`src/hw/rtl/tapm_pkg.sv`:
```
package tapm_pkg;

    localparam int unsigned C_COORD_BITS = 16;
    localparam int unsigned C_SENS_FRAC  = 12;
    localparam logic [C_COORD_BITS-1:0] C_HALF = 16'h8000;
    localparam logic [C_COORD_BITS-1:0] C_MAX  = 16'hFFFF;

    localparam logic [15:0] C_RST_CENTER = 16'd32768;
    localparam logic [15:0] C_RST_SIZE   = 16'd65535;
    localparam logic [15:0] C_RST_WIDTH  = 16'd1920;
    localparam logic [15:0] C_RST_HEIGHT = 16'd1080;
    localparam logic [15:0] C_RST_SENS   = 16'd4096;

    typedef enum logic [2:0] {
        CFG_CENTER_X = 3'd0,
        CFG_CENTER_Y = 3'd1,
        CFG_SIZE_X   = 3'd2,
        CFG_SIZE_Y   = 3'd3,
        CFG_WIDTH    = 3'd4,
        CFG_HEIGHT   = 3'd5,
        CFG_SENS     = 3'd6
    } t_cfg_idx;

    typedef struct packed {
        logic [15:0] point_x;
        logic [15:0] point_y;
    } t_point_in;

    typedef struct packed {
        logic [15:0] mapped_x;
        logic [15:0] mapped_y;
    } t_point_out;

    typedef struct packed {
        logic        wide;
        logic        neg;
        logic [16:0] other;
    } t_aspect_side;

endpackage

```
`src/hw/rtl/tapm_div_cell.sv`:
```
module tapm_div_cell
    import tapm_pkg::*;
#(
    parameter int unsigned D = 16,
    parameter int unsigned Q = 17,
    parameter int unsigned S = 1
) (
    input  logic         i_clk,
    input  logic         i_rst_n,
    input  logic         i_en,
    input  logic         i_valid,
    input  logic [D-1:0] i_rem,
    input  logic [Q-1:0] i_num,
    input  logic [D-1:0] i_div,
    input  logic [S-1:0] i_side,
    output logic         o_valid,
    output logic [D-1:0] o_rem,
    output logic [Q-1:0] o_num,
    output logic [S-1:0] o_side
);

    logic [D:0]   w_trial;
    logic         w_ge;
    logic [D-1:0] n_rem;
    logic [Q-1:0] n_num;
    logic         r_valid;
    logic [D-1:0] r_rem;
    logic [Q-1:0] r_num;
    logic [S-1:0] r_side;

    always_comb begin
        w_trial = {i_rem, i_num[Q-1]};
        w_ge    = (w_trial >= {1'b0, i_div});
        n_rem   = w_ge ? D'(w_trial - {1'b0, i_div}) : w_trial[D-1:0];
        n_num   = {i_num[Q-2:0], w_ge};
    end

    always_ff @(posedge i_clk) begin
        if (!i_rst_n) begin
            r_valid <= 1'b0;
        end else if (i_en) begin
            r_valid <= i_valid;
        end
    end

    always_ff @(posedge i_clk) begin
        if (i_en) begin
            r_rem  <= n_rem;
            r_num  <= n_num;
            r_side <= i_side;
        end
    end

    assign o_valid = r_valid;
    assign o_rem   = r_rem;
    assign o_num   = r_num;
    assign o_side  = r_side;

endmodule

```
`src/hw/rtl/tapm_div_chain.sv`:
```
module tapm_div_chain
    import tapm_pkg::*;
#(
    parameter int unsigned D = 16,
    parameter int unsigned Q = 17,
    parameter int unsigned S = 1
) (
    input  logic         i_clk,
    input  logic         i_rst_n,
    input  logic         i_en,
    input  logic         i_valid,
    input  logic [D-1:0] i_rem,
    input  logic [Q-1:0] i_num,
    input  logic [D-1:0] i_div,
    input  logic [S-1:0] i_side,
    output logic         o_valid,
    output logic [Q-1:0] o_quo,
    output logic [S-1:0] o_side
);

    logic         w_valid [Q+1];
    logic [D-1:0] w_rem   [Q+1];
    logic [Q-1:0] w_num   [Q+1];
    logic [S-1:0] w_side  [Q+1];

    assign w_valid[0] = i_valid;
    assign w_rem[0]   = i_rem;
    assign w_num[0]   = i_num;
    assign w_side[0]  = i_side;

    for (genvar g = 0; g < Q; g++) begin : g_cell
        tapm_div_cell #(.D(D), .Q(Q), .S(S)) u_cell (
            .i_clk   (i_clk),
            .i_rst_n (i_rst_n),
            .i_en    (i_en),
            .i_valid (w_valid[g]),
            .i_rem   (w_rem[g]),
            .i_num   (w_num[g]),
            .i_div   (i_div),
            .i_side  (w_side[g]),
            .o_valid (w_valid[g+1]),
            .o_rem   (w_rem[g+1]),
            .o_num   (w_num[g+1]),
            .o_side  (w_side[g+1])
        );
    end

    assign o_valid = w_valid[Q];
    assign o_quo   = w_num[Q];
    assign o_side  = w_side[Q];

endmodule

```
`config.mk`:
```
export PLATFORM = sky130hd
export DESIGN_NAME = tapm_div_chain
export DESIGN_NICKNAME = d
export VERILOG_FILES = /design/src/hw/rtl/tapm_pkg.sv /design/src/hw/rtl/tapm_div_cell.sv /design/src/hw/rtl/tapm_div_chain.sv
export SDC_FILE = /design/constraint.sdc
export NUM_CORES = 1
export LEC_CHECK = 0
export BUFFER_PORTS_ARGS = -buffer_cell sky130_fd_sc_hd__buf_4
export CORE_MARGIN = 1
export CORE_UTILIZATION = 58
export CTS_BUF_LIST = sky130_fd_sc_hd__clkbuf_8
export CTS_CLUSTER_SIZE = 10
export DETAILED_ROUTE_END_ITERATION = 12
export PLACE_DENSITY = 0.75
export SETUP_SLACK_MARGIN = 0.5
export SLEW_MARGIN = 25
export SYNTH_ARGS = -nofsm -noshare
export SYNTH_HDL_FRONTEND = slang
export SYNTH_SLANG_ARGS = --single-unit
```
`constraint.sdc`:
```
create_clock -name i_clk -period 9.25 [get_ports i_clk]
set_input_delay 0.925 -clock i_clk [delete_from_list [all_inputs] [get_ports i_clk]]
set_output_delay 0.925 -clock i_clk [all_outputs]
set_load 0.05 [all_outputs]
```
==> flow_summary.ini, run 1 <==
[run_status]
run_status = completed

[setup_path]
cp_max_fo = 17
startpoint = i_div[1]
critPathKind = input pin to flop
worstPathRequired_ns = 9.68
crit_chain = buf_4, inv_1, buf_4, ha_1, nor2b_1, o31a_1, o31ai_2, a31oi_1, a211o_1, a31oi_1, o31a_1, mux2_2
crit_family = compound AO/OA/AOI/OAI gates
start_kind = input pin
critPathArrivalTime_ns = 4.77
slowest_delay_ns = 0.70
path_buf_inv = 3
r2r_start = g_cell[2].u_cell.o_rem[0]$_DFFE_PP_
slowest_stage = o31a_1
endpoint_kind = flop

[layout]
final_util_pct = 64.88
drive_gt1_share_pct = 12.72
antenna_cells = 0
multi_input_area_um2 = 14610
instances_no_fill = 3641
seqCellArea_um2 = 17220
syn_to_final_growth_pct = 10.54
nNetsFinal = 3164
fill_cells = 4260

[power_and_ir_drop]
p_leak_nw = 14.00
ir_worst_vdd_uv = 186.1
power_density_nw_per_um2 = 337.3

[yosys]
seq_area_frac_synth_pct = 53.24
netlist_instances = 2672
async_reset_ff_share_pct = 0
syn_avg_cell_area_um2 = 12.10
ys_types = 85
synth_most_common_cell = edfxtp_1
synth_top_cell_by_area = edfxtp_1
synth_edf_count = 562
synthTopCellsByCount = edfxtp_1, ha_1, o21ai_0, a21oi_1, nand2_1
syn-num-nets = 3014
synth_ff_type = edfxtp_1
synth_area_leaders = edfxtp_1, ha_1, mux2_2
synth.ff_latch_count = 579
ys.warnings.count = 0
synth.top_cell.area_share_pct = 52.19
syn_area_um2 = 32340

[timing]
setup_ws_ns = 4.909
rsz0062_at_grt = false
slew_viol_final = 0
finClkSkew_ns = 0.03242
finalSetupViolations = 0
min_period_ns = 4.341
fmax_mhz = 230.3
relSlewSlack_pct = 33.72
hold_violations = 0
tns_ns = 0
period_share_pct = 46.93
worstMarginPinSlew_ns = 0.9942
holdWs_ns = 0.3944

[clock_network]
postCtsHoldBufs = 0
cts_buffers = 98
clockBufferDepth = 3
clk_latency_ns = 0.71
cts_tree = built
cts_sinks = 579
post_cts_buffers = 0
cts.htree.levels = 3
post_cts_resized = 0
clk_pin_slew_ns = 0.06
cts_root_buffer = clkbuf_8

[routing]
num_vias = 21580
first_pass_iters = 5
drtIter0Drc = 1367
drt_wl_total_um = 69080
drc = 0
wl_per_cell_um = 18.97
antenna_left = 0
drt-vias-per-instance = 5.927

[die]
dieWidth_um = 238.1
start_util_pct = 58.69
ioPinCount = 73
core_area_um2 = 55090
fp.dieH_um = 238.1
die_area_um2 = 56700
core.rowCount = 86

[grt]
grtUsageTotal_pct = 24.54
antenna_found_initial = 0
grt_max_degree = 192
grt_pass1_wl_um = 109400
grt_pass1_vias = 21490
grt.overflow.total = 0

[run]
cap_violations = 0

[place]
place.gp.congestion = 0.9191
dpl.cell_count = 3469
portBuffers = 72
post-dp-hpwl_um = 45440
pre_cts_ws_ns = 4.192

[hold_path]
min_from = i_num[7]
hp-class = input pin to flop
worst paths after layout:
check                                                             end  slack, ns  depth (start not counted)
worst max-delay path            g_cell[12].u_cell.o_rem[11]$_DFFE_PP_       4.91                         12
worst min-delay path              g_cell[0].u_cell.o_num[8]$_DFFE_PP_       0.39                          1
worst min register to register      g_cell[9].u_cell.o_side$_DFFE_PP_       0.40                          0
worst max register to register    g_cell[3].u_cell.o_rem[4]$_DFFE_PP_       5.74                          9
cell usage in the layout (no fill, tap or decap), types with 16 or more instances in the layout:
cell type    n
a211oi_1    23
a21o_1      69
a21oi_1    191
a31oi_1     23
buf_4       89
clkbuf_8   101
clkinv_1    17
dfxtp_1     17
edfxtp_1   562
fa_1        16
ha_1       272
inv_1      113
mux2_2     109
mux2i_1     40
nand2_1    176
nand2b_1    54
nand3_1     34
nand4_1     32
nor2_1     169
nor2b_1     59
nor3_1      32
o21a_1      59
o21ai_0    199
o31a_1      20
o31ai_1     17
xnor2_1    101
xor2_1      70
cell type report:
| cell class | instances | share of cell area (%) |
|---|---|---|
| inverter | 88 | 0.9241 |
| sequential | 579 | 48.17 |
| clock buffer | 101 | 3.889 |
| tap | 748 | 2.618 |
| clock inverter | 70 | 1.439 |
| multi-input combinational | 1962 | 40.86 |
| timing repair buffer | 93 | 2.100 |
layer usage:
layer	share of wire, %	vias up	global-route usage, %
met5	0	-	0
met4	4.2	0	11.03
met3	4.8	171	4.084
met2	50	553	43.11
met1	41	10360	29.58
li1	-	10500	-
metrics by stage:
step	area, µm²	total power, mW
global route	35740	12.90
floorplan	32340	8.565
global placement	33780	9.551
finish	35740	12.05
CTS	35690	12.07
detailed placement	33780	9.758
registers in the layout, summed over array words and instances, names as in the netlist:
name	count
g_cell.u_cell.o_num	289
g_cell.u_cell.o_valid	17
g_cell.u_cell.o_side	17
g_cell.u_cell.o_rem	256
power by group:
group | total (mW) | internal [mW] | switching [mW] | leakage, nW
sequential | 4.38 | 3.96 | 0.418 | 5.63
clock | 2.26 | 1.23 | 1.03 | 1.08
combinational | 5.41 | 2.50 | 2.91 | 7.30
cells by family (layout without fill, tap and decap cells):
kind of cell	Yosys count	after routing	share of synthesized area, %
AO/OA/AOI/OAI	712	712	13.82
AND/OR/NAND/NOR	628	628	9.457
flip-flops	579	579	53.24
adder cells (fa/ha/maj)	288	288	11.52
XOR/XNOR	171	171	4.632
multiplexers	163	163	5.603
buffers and inverters	131	352	1.730
Power figures use the tool's default switching activity.
==> inputs of run 2 (changes only) <==
--- a/config.mk
+++ b/config.mk
@@ -11,7 +11,7 @@
 export CTS_BUF_LIST = sky130_fd_sc_hd__clkbuf_8
 export CTS_CLUSTER_SIZE = 10
 export DETAILED_ROUTE_END_ITERATION = 12
-export PLACE_DENSITY = 0.75
+export PLACE_DENSITY = 0.78
 export SETUP_SLACK_MARGIN = 0.5
 export SLEW_MARGIN = 25
 export SYNTH_ARGS = -nofsm -noshare
==> constraint.sdc (replaced) <==
create_clock -name i_clk -period 3.95 [get_ports i_clk]
set_input_delay 0.395 -clock i_clk [delete_from_list [all_inputs] [get_ports i_clk]]
set_output_delay 0.395 -clock i_clk [all_outputs]
set_load 0.05 [all_outputs]
==> run 2 against run 1 <==
Sequential power increased by 130%. Combinational power increased by 140%. Worst hold slack got worse by 0.33 ns. Worst setup slack got worse by 4.2 ns. Critical path type is now flop to flop. Critical endpoint is now g_cell[12].u_cell.o_rem[14]$_DFFE_PP_.
==> flow_summary.ini, run 2 (synthesis gave the netlist of run 1 again) <==
[run_status]
run_status = completed

[timing]
finClkSkew_ns = 0.04565
tns_ns = 0
slew_viol_final = 0
rsz0062_at_grt = false
period_share_pct = 81.20
worstMarginPinSlew_ns = 0.9582
relSlewSlack_pct = 36.12
finalSetupViolations = 0
hold_violations = 0
min_period_ns = 3.208
fmax_mhz = 311.8

[place]
portBuffers = 72
post-dp-hpwl_um = 50290
place.gp.congestion = 0.9083

[routing]
first_pass_iters = 6
drt-vias-per-instance = 5.881
drt_wl_total_um = 71560
antenna_left = 0
num_vias = 21970
drc = 0
wl_per_cell_um = 19.16
drtIter0Drc = 1475

[die]
ioPinCount = 73
die_area_um2 = 56700
dieWidth_um = 238.1
start_util_pct = 58.69
core_area_um2 = 55090
fp.dieH_um = 238.1
core.rowCount = 86

[grt]
grt_pass1_wl_um = 113700
grtUsageTotal_pct = 25.56
grt.overflow.total = 0
grt_max_degree = 114
antenna_found_initial = 1
grt_pass1_vias = 22010

[clock_network]
cts_sinks = 579
post_cts_buffers = 0
cts_buffers = 98
clk_latency_ns = 0.72
cts.htree.levels = 3
cts_root_buffer = clkbuf_8
clockBufferDepth = 3
clk_pin_slew_ns = 0.06
cts_tree = built

[setup_path]
worstPathRequired_ns = 4.37
endpoint_kind = flop
critPathArrivalTime_ns = 3.63
critPathKind = flop to flop
cp_max_fo = 17
start_kind = flop

[hold_path]
hp-class = input pin to flop

[power_and_ir_drop]
p_leak_nw = 14.50
pwr-share-comb_pct = 45.2
ir_worst_vdd_uv = 355.9
p_seq_share_pct = 35.1
p_clk_share_pct = 19.7
intPower_mw = 18.64
fin_total_pwr_mw = 29.13
power_density_nw_per_um2 = 792.6
switching_share_pct = 36.00
switching_power_mw = 10.49

[layout]
drive_gt1_share_pct = 14.56
fill_cells = 4148
largest_register_ffs = 289
multi_input_area_um2 = 14580
layout_commonest_cell = edfxtp_1
nNetsFinal = 3251
seqCellArea_um2 = 17220
mostFrequentLayoutCells = edfxtp_1, ha_1, o21ai_0
syn_to_final_growth_pct = 13.64

[run]
cap_violations = 0
-- run 2: cell types whose count changed in the layout (fill, tap and decap cells not counted), sizes merged, moves of 2 or more --
cell         change
bufinv           +5
clkinvlp         +2
dlygate4sd3     +29
buf             +58
clkinv           +3
clkbuf           -2
-- run 2: what timing repair did --
action | CTS | global route
endpoints found under the hold margin | 42 | 0
endpoints found under the setup margin | 0 | 11
hold buffers | 29 | 0
gates resized for setup | 0 | 1
-- run 2: cell type report --
type / count / share of cell area [%]
inverters: 88 / 0.8989
multi-input cells: 1962 / 39.67
clock inverters: 79 / 1.985
diodes: 1 / 0.006810
flip-flops and latches: 579 / 46.85
clock buffers: 99 / 3.708
repair buffers: 180 / 4.338
well taps: 748 / 2.547
-- run 2: per-layer routing --
layer | up-vias | GRT usage (%) | share of wire (%)
met3 | 176 | 3.366 | 4.5
li1 | 10680 | - | -
met5 | - | 0 | 0
met1 | 10530 | 32.25 | 43
met2 | 580 | 44.19 | 49
met4 | 0 | 10.90 | 3.6
-- run 2: path summary, 6_finish.rpt --
kind	startpoint	to	slack, ns	cells after the start
max	g_cell[11].u_cell.o_rem[1]$_DFFE_PP_	g_cell[12].u_cell.o_rem[14]$_DFFE_PP_	0.74	10
min	i_num[16]	g_cell[0].u_cell.o_rem[0]$_DFFE_PP_	0.06	3
max reg2reg	g_cell[11].u_cell.o_rem[1]$_DFFE_PP_	g_cell[12].u_cell.o_rem[14]$_DFFE_PP_	0.74	10
min reg2reg	g_cell[3].u_cell.o_num[8]$_DFFE_PP_	g_cell[4].u_cell.o_num[9]$_DFFE_PP_	0.40	0
-- run 2: power by group through the flow --
| stage | sequential (mW) | clock (mW) | combinational (mW) |
|---|---|---|---|
| global placement | 10.3 | 0 | 12.5 |
| finish | 10.2 | 5.74 | 13.2 |
| global route | 10.4 | 6.14 | 14.6 |
| detailed placement | 10.3 | 0 | 12.9 |
| CTS | 10.2 | 5.90 | 13.1 |
| floorplan | 9.90 | 0 | 10.2 |
-- run 2: stage by stage --
stage | utilization, % | hold slack, ns | instances | setup WS (ns) | instance area [µm²]
global placement | 62.37 | 0.4003 | 3528 | 0.3822 | 34360
finish | 66.70 | 0.06408 | 3736 | 0.7425 | 36750
CTS | 66.69 | 0.01299 | 3735 | 0.6807 | 36740
floorplan | - | 0.4003 | 2672 | 0.7396 | 32340
detailed placement | 62.37 | 0.4045 | 3528 | 0.2793 | 34360
global route | 66.70 | 0.05061 | 3736 | 0.5907 | 36750
-- run 2: worst max-delay path, cell delays in order, from the launching register on --
cell	delay, ns
edfxtp_1	0.41
ha_1	0.40
o21a_1	0.21
o31a_1	0.13
o31ai_2	0.27
a31oi_1	0.19
a211o_1	0.34
a31oi_1	0.20
o31a_1	0.16
buf_4	0.24
mux2_2	0.38
